[src/design/class_wise_box_nms_assert.svh]
// ----------------------------------------------------------------------------
// Assertion macros for the class-wise box suppression block
// Shorthand for clocked implications, disabled while reset is low.
// ----------------------------------------------------------------------------
`ifndef CLASS_WISE_BOX_NMS_ASSERT_SVH
`define CLASS_WISE_BOX_NMS_ASSERT_SVH

// The consequent must hold in the same cycle as the antecedent.
`define CWBN_ASSERT_HOLDS(lbl, ck, rn, ante, cons) \
    lbl: assert property (@(posedge ck) disable iff (!rn) (ante) |-> (cons)) \
        else $error("same-cycle check failed");

// The consequent must hold in the cycle after the antecedent.
`define CWBN_ASSERT_NEXT(lbl, ck, rn, ante, cons) \
    lbl: assert property (@(posedge ck) disable iff (!rn) (ante) |=> (cons)) \
        else $error("next-cycle check failed");

`endif

[src/design/cwbn_pkg.sv]
// ----------------------------------------------------------------------------
// cwbn_pkg
// Shared types and constants of the class-wise box suppression block.
// ----------------------------------------------------------------------------
`default_nettype none

package cwbn_pkg;

    localparam int MAX_BOXES_DEF   = 64;
    localparam int NUM_CLASSES_DEF = 8;
    localparam logic [15:0] THR_RESET = 16'd29491;

    // One classified load transfer handed from the front to the back.
    typedef struct packed {
        logic [15:0] left;
        logic [15:0] top;
        logic [15:0] right;
        logic [15:0] bottom;
        logic [15:0] score;
        logic [2:0]  cls;
        logic        store;
        logic        ovf;
        logic        last;
    } box_cmd_t;

    // One result as it leaves the block.
    typedef struct packed {
        logic [15:0] left;
        logic [15:0] top;
        logic [15:0] right;
        logic [15:0] bottom;
        logic [15:0] score;
        logic [2:0]  cls;
        logic        end_flag;
        logic        dropped;
    } kept_box_t;

    typedef enum logic [2:0] {
        ST_IDLE,
        ST_SEL,
        ST_SELW,
        ST_EMIT,
        ST_SUP,
        ST_SUPW,
        ST_FINAL,
        ST_CLEAR
    } back_state_t;

endpackage

`default_nettype wire

[src/design/cwbn_front.sv]
// ----------------------------------------------------------------------------
// cwbn_front
// Accepts load transfers, filters the class, assigns slots and counts the set.
// ----------------------------------------------------------------------------
`default_nettype none

module cwbn_front
    import cwbn_pkg::*;
#(
    parameter int MAX_BOXES   = MAX_BOXES_DEF,
    parameter int NUM_CLASSES = NUM_CLASSES_DEF,
    localparam int CW = $clog2(MAX_BOXES + 1),
    localparam int IW = $clog2(MAX_BOXES)
)
(
    input  wire logic          clk,
    input  wire logic          rst_n,
    input  wire logic          s_axis_tvalid,
    output logic               s_axis_tready,
    input  wire logic [79:0]   s_axis_tdata,
    input  wire logic [2:0]    s_axis_tuser,
    input  wire logic          s_axis_tlast,
    input  wire logic          q_full,
    output logic               q_wr_valid,
    output box_cmd_t           q_cmd,
    output logic [IW-1:0]      q_slot,
    output logic [CW-1:0]      q_total
);

    logic [CW-1:0] count_reg;
    logic [CW-1:0] count_next;
    logic          accept;
    logic          in_range;
    logic          cap_full;
    logic          do_store;

    assign s_axis_tready = !q_full;
    assign accept        = s_axis_tvalid && !q_full;
    assign in_range      = ({1'b0, s_axis_tuser} < 4'(NUM_CLASSES));
    assign cap_full      = (count_reg == CW'(MAX_BOXES));
    assign do_store      = in_range && !cap_full;

    assign q_wr_valid   = accept;
    assign q_cmd.left   = s_axis_tdata[15:0];
    assign q_cmd.top    = s_axis_tdata[31:16];
    assign q_cmd.right  = s_axis_tdata[47:32];
    assign q_cmd.bottom = s_axis_tdata[63:48];
    assign q_cmd.score  = s_axis_tdata[79:64];
    assign q_cmd.cls    = s_axis_tuser;
    assign q_cmd.store  = do_store;
    assign q_cmd.ovf    = in_range && cap_full;
    assign q_cmd.last   = s_axis_tlast;
    assign q_slot       = count_reg[IW-1:0];
    assign q_total      = count_reg + CW'(do_store);

    always_comb
    begin
        count_next = count_reg;
        if (accept)
        begin
            count_next = s_axis_tlast ? '0 : q_total;
        end
    end

    always_ff @(posedge clk or negedge rst_n)
    begin
        if (!rst_n)
        begin
            count_reg <= '0;
        end
        else
        begin
            count_reg <= count_next;
        end
    end

endmodule

`default_nettype wire

[config.mk]
export PLATFORM = sky130hd
export DESIGN_NAME = cwbn_front
export DESIGN_NICKNAME = d
export VERILOG_FILES = /design/src/design/class_wise_box_nms_assert.svh /design/src/design/cwbn_pkg.sv /design/src/design/cwbn_front.sv
export SDC_FILE = /design/constraint.sdc
export NUM_CORES = 1
export LEC_CHECK = 0
export BUFFER_PORTS_ARGS = -buffer_cell sky130_fd_sc_hd__buf_4
export CORE_AREA = 2 2 72 74
export DETAILED_ROUTE_END_ITERATION = 8
export DIE_AREA = 0 0 74 76
export GPL_TIMING_DRIVEN = 0
export PLACE_DENSITY = 0.72
export SLEW_MARGIN = 20
export SYNTH_ARGS = -nofsm -noshare
export SYNTH_HDL_FRONTEND = slang
export SYNTH_SLANG_ARGS = --single-unit
export TNS_END_PERCENT = 50
[constraint.sdc]
create_clock -name clk -period 4.9 [get_ports clk]
set_clock_uncertainty 0.15 [all_clocks]
set_input_delay 1.225 -clock clk [delete_from_list [all_inputs] [get_ports clk]]
set_output_delay 1.225 -clock clk [all_outputs]
set_load 0.05 [all_outputs]
======== After elaboration in Yosys (flattened, before gate mapping) ========
Cells that the tools add are included.
cells by class
  add/sub/neg operators ................... 1
  eq/ne operators ......................... 1
  muxes and demuxes ....................... 1
  reductions and logical operators ........ 3
operator list
  kind                                   count
  adder 7 x 1 -> 7 bit                   1
  == test 7 bit (second input constant)  1
  2-to-1 mux 7 bit                       1
  logical NOT 1 bit                      2
  logical AND 1 bit                      1
storage, ports and cells
  register bits ........................... 7
  logic and storage cells ................. 7

======== Logic depth before layout (Yosys ltp) ========
  depth in word-level cells ............... 4
  depth in mapped cells ................... 7

======== Worst setup path after synthesis ========
Ideal clock, no wire load.
  path kind ............................... register -> output
  start point ............................. reg count_reg[2]
  end point ............................... out q_total[5]
  arrival time ............................ 2.079 ns
  path slack .............................. 1.446 ns
  cell stages (with the launch flop) ...... 8
  cell sequence ........................... dfrtp_1 -> clkbuf_2 -> nor4_1 -> nand3_1 -> ha_1 -> nand2_1 -> nor2_1 -> xnor2_1
between the ends
  word-level cells in the longest chain between the ends .. 3
RTL lines
  what                    RTL line          text
  from (decl)             cwbn_front.sv:30  logic [CW-1:0] count_reg;
  from (signal assigned)  cwbn_front.sv:73  count_reg <= count_next;
  == test 7 bit           cwbn_front.sv:40  assign cap_full = (count_reg == CW'(MAX_BOXES));
  logical NOT 1 bit       cwbn_front.sv:41  assign do_store = in_range && !cap_full;
  named net do_store      cwbn_front.sv:35  logic do_store;
  adder 7 x 1 -> 7 bit    cwbn_front.sv:54  assign q_total = count_reg + CW'(do_store);
  to (decl)               cwbn_front.sv:27  output logic [CW-1:0] q_total
The timed path passes the listed nets, and every way through them passes these cells.

======== Final worst setup path ========
Ends and elaborated chain as after synthesis.

==> impl_results.md <==
* PD cells at roughly 270 nW/µm²
* Worst Setup End Kind: primary output
* Sequential area share after synthesis at 15.1%
* Max-slew violations at 0
* Avg WL per Cell at 10.0 µm
* Number of synthesis warnings at 0
* Clock sink count at 7
* Ratio of cells with drive above 1 in the final layout at 80.3%
* Vias at 1198
* RSZ-0062 raised after global routing: false
* CP Class: flop to primary output
* Final setup viols at 0
* Area grow syn2layout at 79.2%
* Clk buf depth at 2
* Final wirelength at 3240 µm
* Core Area at 4910 µm²
* Worst Tran Pin Value at 0.405 ns
* Via/cell ratio at 3.70
* Period minus WS final at around 3.5 ns
* Max reg flops at 7
* Final Cycle Share at 70.5%
* Largest net degree at the start of global routing at 11
* GR Overflow Total at 0
* Die ar. at 5620 µm²
* Run status: completed
* Ant diodes at 0
* Fin. Hold Viols at 0
* Vert. Die Dim at 76 µm
* Post_cts resized at 0
* Max-Cap Viols at 0
* DRC viols at 0
* Buffers added on ports at about 110
* Row cnt at 26
* Worst vdd ir at 88.3 µV
* WP data arrival at 2.08 ns
* Post-CTS Setup Bufs at 0
* Total Power at 0.571 mW
* Post-synthesis cell type count at 23
* Number of flops mapped to enable cells by yosys at 0
* Worst min path class: flop to flop
* Antenna Violating Nets Remaining at 0
* Nets at 346
* Hold Slack at 0.405 ns
* Relative slew slack at 73.0%
* Critical Path Fanout Max at 7
* Initial Utilization at 23.7%
* Initial drt markers at 23
* Hold-fix buffers, CTS at 0
* Placer's final routability congestion estimate at ~0.76
* Gr usage total at 9.82%
* Initial antenna violation count at 0
* Syn nets at 236
* DRT Pass-1 Iters at 5
* Final design utilization at 42.4%
* F_max at slightly below 0.3 GHz
* Post-synth ARST share at 100%
* Mean Syn Cell Area at 8.02 µm²
* Post-Synthesis Cells at 145
* TritonCTS Buffers at 3
* Root Buffer: clkbuf_8
* Setup tns final at 0 ns
* Worst-skew pair later-pin latency at 0.23 ns
* First-pass GRT wire length at 4450 µm
* Critical path launch point type: flop
* DIE WIDTH at between 70 and 80 µm
* Ys flop type: dfrtp_1
* Clk slew on worst S/H paths at approximately 0.040 ns
* Critical Path RT at 3.52 ns
* Mapped Area at 1160 µm²
* Hpwl dp at approximately 3000 µm
* CTS tree: done
* CTS H-tree lvls at 1
* Post-synthesis register bit count at 7
* Ports at 189
* Vias in the first global route at around 1100
* Cell leakage power at ~1.2 nW
[worst paths after layout]
kind / from / to / slack (ns) / cells after the start
worst min register to register: count_reg[6] / count_reg[6] / 0.40 / 2
min in group asynchronous: rst_n / count_reg[4] / 0.65 / 1
worst max-delay path: count_reg[2] / q_total[5] / 1.45 / 8
worst min-delay path: count_reg[6] / count_reg[6] / 0.40 / 2
worst max register to register: count_reg[2] / count_reg[0] / 2.74 / 6
max in group asynchronous: rst_n / count_reg[1] / 3.82 / 1
[stage by stage]
| stage | instances | cell area (µm²) | setup WS, ns |
|---|---|---|---|
| after floorplan | 145 | 1160 | 1.45 |
| after global placement | 320 | 2040 | 1.45 |
| after global routing | 324 | 2080 | 1.25 |
| after detailed placement | 320 | 2040 | 1.45 |
| final | 324 | 2080 | 1.45 |
| after CTS | 324 | 2080 | 1.41 |
[kinds of logic (layout without fill, tap and decap cells)]
| group | after synthesis | in the layout | share of synthesized area [%] |
|---|---|---|---|
| xor+xnor | 5 | 5 | 3.77 |
| simple gates | 20 | 20 | 9.90 |
| compound gates | 9 | 9 | 5.60 |
| flops | 7 | 7 | 15.1 |
| buf+inv | 101 | 210 | 62.4 |
| fa+ha+maj | 3 | 3 | 3.23 |
[cell usage in the layout, fill, tap and decap left out, drive strengths merged]
| master | n |
|---|---|
| a221o | 1 |
| a22o | 1 |
| a31oi | 1 |
| and2b | 1 |
| buf | 197 |
| clkbuf | 6 |
| dfrtp | 7 |
| ha | 3 |
| inv | 7 |
| nand2 | 4 |
| nand2b | 1 |
| nand3 | 4 |
| nor2 | 3 |
| nor4 | 2 |
| o21ai | 3 |
| o311ai | 2 |
| o31ai | 1 |
| or3b | 3 |
| or4 | 2 |
| xnor2 | 4 |
| xor2 | 1 |
[final cells by class]
type / instances / area (µm²)
fill: 507 / 2830
timing repair buffer: 105 / 788
buffer: 94 / 699
multi-input combinational: 37 / 262
sequential: 7 / 175
tap: 70 / 87.6
clock buffer: 4 / 45.0
inverter: 7 / 26.3
[report_power, final]
part,leakage [nW],internal [mW],switching (mW)
clock network,0.0228,0.0563,0.0254
logic,1.08,0.145,0.265
registers,0.0860,0.0670,0.0121
total,1.19,0.269,0.302
[Yosys cell counts (2+ instances only)]
cell	n	share of area, %
buf_4	92	59
or4_1	2	1.3
nand2_1	4	1.3
nor4_1	2	1.1
ha_1	3	3.2
o21ai_0	3	1.3
or3b_2	2	1.5
inv_1	7	2.3
nand3_1	4	1.7
o311ai_1	2	1.5
nor2_1	3	0.97
xnor2_1	4	3.0
dfrtp_1	7	15
[worst max-delay path: stages (launching register included)]
cell	delay, ns
dfrtp_1	0.37
clkbuf_2	0.16
nor4_1	0.33
nand3_1	0.21
ha_1	0.26
nand2_1	0.09
nor2_1	0.07
xnor2_1	0.14
buf_4	0.22
[per-layer routing]
| layer | vias up | track usage (%) | wire, µm |
|---|---|---|---|
| met5 | - | 0 | 0 |
| met3 | 2 | 3.31 | 452 |
| met1 | 510 | 8.35 | 943 |
| met4 | 0 | 2.73 | 18 |
| li1 | 586 | - | - |
| met2 | 100 | 20.2 | 1830 |
No activity file was read; power rests on OpenSTA's default activity.
