--- config.mk ---
export PLATFORM = sky130hd
export DESIGN_NAME = cwbn_queue
export DESIGN_NICKNAME = d
export VERILOG_FILES = /design/src/design/class_wise_box_nms_assert.svh /design/src/design/cwbn_pkg.sv /design/src/design/cwbn_queue.sv
export SDC_FILE = /design/constraint.sdc
export NUM_CORES = 1
export LEC_CHECK = 0
export BUFFER_PORTS_ARGS = -buffer_cell sky130_fd_sc_hd__buf_2
export CAP_MARGIN = 5
export CORE_MARGIN = 2
export CORE_UTILIZATION = 23
export DETAILED_ROUTE_END_ITERATION = 10
export SLEW_MARGIN = 20
export SYNTH_ARGS = -nofsm -noshare
export SYNTH_HDL_FRONTEND = slang
export SYNTH_SLANG_ARGS = --single-unit
--- constraint.sdc ---
create_clock -name clk -period 3.99 [get_ports clk]
set_clock_uncertainty 0.2 [all_clocks]
set_input_delay 0.399 -clock clk [delete_from_list [all_inputs] [get_ports clk]]
set_output_delay 0.399 -clock clk [all_outputs]
set_load 0.01 [all_outputs]
--- src/design/class_wise_box_nms_assert.svh ---
// ----------------------------------------------------------------------------
// Assertion macros for the class-wise box suppression block
// Shorthand for clocked implications, disabled while reset is low.
// ----------------------------------------------------------------------------
`ifndef CLASS_WISE_BOX_NMS_ASSERT_SVH
`define CLASS_WISE_BOX_NMS_ASSERT_SVH

// The consequent must hold in the same cycle as the antecedent.
`define CWBN_ASSERT_HOLDS(lbl, ck, rn, ante, cons) \
    lbl: assert property (@(posedge ck) disable iff (!rn) (ante) |-> (cons)) \
        else $error("same-cycle check failed");

// The consequent must hold in the cycle after the antecedent.
`define CWBN_ASSERT_NEXT(lbl, ck, rn, ante, cons) \
    lbl: assert property (@(posedge ck) disable iff (!rn) (ante) |=> (cons)) \
        else $error("next-cycle check failed");

`endif

--- src/design/cwbn_pkg.sv ---
// ----------------------------------------------------------------------------
// cwbn_pkg
// Shared types and constants of the class-wise box suppression block.
// ----------------------------------------------------------------------------
`default_nettype none

package cwbn_pkg;

    localparam int MAX_BOXES_DEF   = 64;
    localparam int NUM_CLASSES_DEF = 8;
    localparam logic [15:0] THR_RESET = 16'd29491;

    // One classified load transfer handed from the front to the back.
    typedef struct packed {
        logic [15:0] left;
        logic [15:0] top;
        logic [15:0] right;
        logic [15:0] bottom;
        logic [15:0] score;
        logic [2:0]  cls;
        logic        store;
        logic        ovf;
        logic        last;
    } box_cmd_t;

    // One result as it leaves the block.
    typedef struct packed {
        logic [15:0] left;
        logic [15:0] top;
        logic [15:0] right;
        logic [15:0] bottom;
        logic [15:0] score;
        logic [2:0]  cls;
        logic        end_flag;
        logic        dropped;
    } kept_box_t;

    typedef enum logic [2:0] {
        ST_IDLE,
        ST_SEL,
        ST_SELW,
        ST_EMIT,
        ST_SUP,
        ST_SUPW,
        ST_FINAL,
        ST_CLEAR
    } back_state_t;

endpackage

`default_nettype wire

--- src/design/cwbn_queue.sv ---
// ----------------------------------------------------------------------------
// cwbn_queue
// Two-entry queue that decouples the load front from the suppression back.
// ----------------------------------------------------------------------------
`default_nettype none

module cwbn_queue
    import cwbn_pkg::*;
#(
    parameter int W = 8
)
(
    input  wire logic         clk,
    input  wire logic         rst_n,
    input  wire logic         wr_valid,
    input  wire logic [W-1:0] wr_data,
    output logic              full,
    input  wire logic         rd_pop,
    output logic [W-1:0]      rd_data,
    output logic              empty
);

    logic [W-1:0] mem_reg [2];
    logic         wr_ptr_reg;
    logic         rd_ptr_reg;
    logic [1:0]   fill_reg;
    logic         do_wr;
    logic         do_rd;

    assign full    = (fill_reg == 2'd2);
    assign empty   = (fill_reg == 2'd0);
    assign do_wr   = wr_valid && !full;
    assign do_rd   = rd_pop && !empty;
    assign rd_data = mem_reg[rd_ptr_reg];

    always_ff @(posedge clk)
    begin
        if (do_wr)
        begin
            mem_reg[wr_ptr_reg] <= wr_data;
        end
    end

    always_ff @(posedge clk or negedge rst_n)
    begin
        if (!rst_n)
        begin
            wr_ptr_reg <= 1'b0;
            rd_ptr_reg <= 1'b0;
            fill_reg   <= 2'd0;
        end
        else
        begin
            if (do_wr)
            begin
                wr_ptr_reg <= !wr_ptr_reg;
            end
            if (do_rd)
            begin
                rd_ptr_reg <= !rd_ptr_reg;
            end
            fill_reg <= fill_reg + 2'(do_wr) - 2'(do_rd);
        end
    end

endmodule

`default_nettype wire

# ---- Yosys cells after proc, flatten, opt, wreduce, memory -nomap -nowiden
# Memory sizes are Yosys's and may differ from the RTL's.
# Cells that the tools add are included.
# W data, S select, Z words.
dict set report totals {
  mem_count 1
  input_bits 12
  ramBits 16
  romBits 0
  latch_bits 0
  out_inout_bits 10
  regBits 4
}
dict set report op_classes {
  n_eq_ne 1
  n_mul 0
  mux 2
  n_shift 0
  reduce_logical 7
  bitwise 0
  div_mod_pow 0
  n_addsub 2
  n_lt_le_gt_ge 0
}
# memory words word_bits rd rd_clocked_by_memory_dff write_ports line
set memory_table {}
lappend memory_table {mem_reg 2 8 1 0 1 cwbn_queue.sv:23} ;# logic [W-1:0] mem_reg [2];
# cell count
set ops {}
lappend ops {{$logic_not A1 Y1} 4}
lappend ops {{$add A2 B1 Y2} 1}
lappend ops {{$eq A2 B2 Y1 const B} 1}
lappend ops {{$logic_and A1 B1 Y1} 2}
lappend ops {{$logic_not A2 Y1} 1}
lappend ops {{$mux W1} 2}
lappend ops {{$sub A2 B1 Y2} 1}

# ---- Longest topological paths before layout
dict set report depth {
  ltp_word 5
  mapped_depth 7
  ltp_nobuf 7
}

# ---- Worst setup path before layout
# OpenSTA, ideal clock, no wires.
dict set report synth_timing {
  kind {register to register}
  start {register fill_reg[1]}
  end {register fill_reg[1]}
  n_path_buf 0
  stages_incl_launch_ff 8
  setup_time_ns 0.123
  setup_slack_ns 2.236
  arrival_ns 1.431
  required_ns 3.667
  cell_sequence {dfrtp_1 > nor2_1 > nor2b_2 > ha_1 > inv_1 > ha_1 > xnor2_1 > xnor2_1}
}
dict set report synth_between {
  elab_cells_between_ends 8
}
# element line
set synth_rtl {}
lappend synth_rtl {{from (decl)} cwbn_queue.sv:26} ;# logic [1:0] fill_reg;
lappend synth_rtl {{from (signal assigned)} cwbn_queue.sv:62} ;# fill_reg <= fill_reg + 2'(do_wr) - 2'(do_rd);
lappend synth_rtl {{$logic_not A2 Y1} cwbn_queue.sv:31} ;# assign empty = (fill_reg == 2'd0);
lappend synth_rtl {{named net empty} cwbn_queue.sv:20} ;# output logic empty
lappend synth_rtl {{$logic_not A1 Y1} cwbn_queue.sv:33} ;# assign do_rd = rd_pop && !empty;
lappend synth_rtl {{$logic_and A1 B1 Y1} cwbn_queue.sv:33}
lappend synth_rtl {{named net do_rd} cwbn_queue.sv:28} ;# logic do_rd;
lappend synth_rtl {{$sub A2 B1 Y2} cwbn_queue.sv:62}
# The timed path passes the listed nets, and every way through them passes these cells.
# A chain may end at the register's enable or synchronous reset.

# ---- Worst setup path in the final report
dict set report layout_timing {
  start {register rd_ptr_reg}
  end {output rd_data[2]}
}
dict set report layout_between {
  elab_chain_cells 1
}
# element line
set layout_rtl {}
lappend layout_rtl {{from (decl)} cwbn_queue.sv:25} ;# logic rd_ptr_reg;
lappend layout_rtl {{from (signal assigned)} cwbn_queue.sv:60} ;# rd_ptr_reg <= !rd_ptr_reg;
lappend layout_rtl {{$mem_v2 Z2 W8} n/a}
lappend layout_rtl {{to (decl)} cwbn_queue.sv:19} ;# output logic [W-1:0] rd_data,
# No other way between the ends.

==> results.toml <==
[yosys]
ys_ff_latch = 20
synthXorXnorAreaFrac_pct = 4.52
syn-cell-area_um2 = 776
syn_nets = 57
synth-compound-area-share_pct = 0
synthAdderAreaFrac_pct = 3.23
synth_top_family_by_area = "multiplexers"
synthesis.instances = 43
yosys.area_share.simple_pct = 4.19
ys_types = 13
synth_mux_area_share_pct = 11.6
synth_warnings = 0
syn_avg_cell_area_um2 = 18.0
ys_seq_area_share_pct = 74.8

[clocking]
numCtsBuffers = 3
cts_root_buf = "clkbuf_4"
cts_buffer_depth = 2
ctsResizeCount = 0
clk_latency_ns = 0.30
cts_sinks = 20
ctsHtreeMaxLevel = 1
clk_pin_slew_worst_paths_ns = 0.11
tritoncts = "done"

[setup_path]
max_stage_delay_ns = 0.59
r2r-end = "mem_reg[0][7]"
path_cells = "mux2_2 -> buf_2"
crit_arrival_ns = 1.42
startpoint_type = "flop"
rr_startpoint = "fill_reg[1]"
required_ns = 3.39
end_kind = "output pin"
startpoint = "rd_ptr_reg"
reg2reg_depth = 3
rrSetupSlack_ns = 2.22
slowest_stage = "dfrtp_1"
crit_family = "flip-flops"
crit_buf_inv = 1
cp_max_fo = 9
worstSetupPathType = "reg -> out"

[die]
die-area_mm2 = 0.00385
fp.dieW_um = 62.1
rows = 21
ios = 22
dieHeight_um = 62.1
start_util_pct = 23.6
coreArea_mm2 = 0.00328

[worst_hold_path]
hp-class = "in -> reg"
min_from = "wr_data[3]"
hold_depth = 1
holdPathEnd = "mem_reg[0][3]"

[power]
p_leak_nw = 0.401
ir_drop_mv = 0.183
power.density_mw_per_mm2 = 711

[outcome]
status = "finished, final reports clean"

[layout]
layout_common_cells = "21 x buf_2, 16 x edfxtp_1, 8 x mux2_2"
multiInputGateArea_um2 = 183
syn2layout_area_growth_pct = 28.4
drive_above_1_share_pct = 50.0
final_common_cell = "buf_2"
regArea_um2 = 581
diodes = 0
largest_reg_flops = 16
layout.nets = 83
stdcell_area_um2 = 996
fillers = 334

[detailed_routing]
routedWlPerCell_um = 10.8
dr_total_vias = 419
wl_mm = 1.23
antenna_left = 0
firstDrtPassIters = 4
avgViaCountPerCell = 3.68
drc = 0
drt_iter0_drc = 7

[global_route]
grt_pass1_wl_mm = 1.85
grt_overflow = 0
grt_pass1_vias = 442
antenna_found_initial = 0
grt_max_degree = 13
grt_use_total_pct = 7.20

[timing]
hold_violations = 0
fin_crit_ns = 2.02
fin_setup_tns_ns = 0
slew_violations = 0
fmax_mhz = 496
fin_crit_sh_pct = 50.6
worst_slew_pin_slew_ns = 0.724
relSlewSlack_pct = 51.6
finalSetupViolCount = 0
rsz0062_at_grt = "false"

[place]
io_buffer_count = 21
placed_area_um2 = 933
gp_congestion = 0.638
post-dp-hpwl_um = 900

[job]
drv_cap = 0
cell usage after synthesis:
library cell,n,area (um^2)
ha_1,2,25.0
buf_2,1,5.00
mux2_2,8,90.1
xor2_1,1,8.76
and3_1,1,6.26
nor2_1,2,7.51
xnor2_1,3,26.3
edfxtp_1,16,480
nand2_1,1,3.75
nand2b_1,1,6.26
dfrtp_1,4,100
nor2b_2,1,8.76
inv_1,2,7.51
logic make-up after synthesis:
group,Yosys count
flops,20
mux,8
simple gates,6
xor+xnor,4
buf+inv,3
fa+ha+maj,2
final cells by class:
class	count	share of cell area (%)
clock buffer	3	2.26
clock inverter	1	3.02
inverter	2	0.754
multi-input combinational	20	18.3
sequential	20	58.3
tap	46	5.78
timing repair buffer	22	11.6
per-layer routing:
metal / share of wire, % / track usage [%]
met1: 42 / 6.78
met2: 47 / 12.6
met4: 2.5 / 4.56
met5: 0 / 0
met3: 7.8 / 3.11
worst max-delay path by stage:
stage / slack [ns] / cells past startpoint / to
CTS: 1.94 / 2 / rd_data[2]
global placement: 2.21 / 3 / mem_reg[0][7]
detailed placement: 2.19 / 3 / mem_reg[0][7]
global route: 1.91 / 2 / rd_data[2]
floorplan: 2.24 / 7 / fill_reg[1]
finish: 1.97 / 2 / rd_data[2]
where the power goes:
| part | switching [mW] | total [mW] | leakage [nW] | internal (mW) |
|---|---|---|---|---|
| Sequential | 0.0382 | 0.330 | 0.195 | 0.292 |
| Clock | 0.0604 | 0.162 | 0.0279 | 0.102 |
| Combinational | 0.105 | 0.216 | 0.178 | 0.111 |
| Total | 0.203 | 0.708 | 0.401 | 0.505 |
through the flow:
step	cells	hold slack [ns]	total power [mW]	util [%]	setup WS, ns
2_1_floorplan	43	-0.0966	0.479	-	2.24
3_3_place_gp	109	0.00985	0.547	28.4	2.21
3_5_place_dp	109	0.0117	0.558	28.4	2.19
4_1_cts	114	0.0764	0.721	30.3	1.94
5_1_grt	114	0.0713	0.757	30.3	1.91
6_report	114	0.0826	0.708	30.3	1.97
repair_timing:
action | CTS | global route
endpoints found under the setup margin | 0 | 0
hold buffers | 1 | 0
hold endpoints to repair | 4 | 0
buffers inserted | 0 | 0
(Power assumes the default switching activity.)
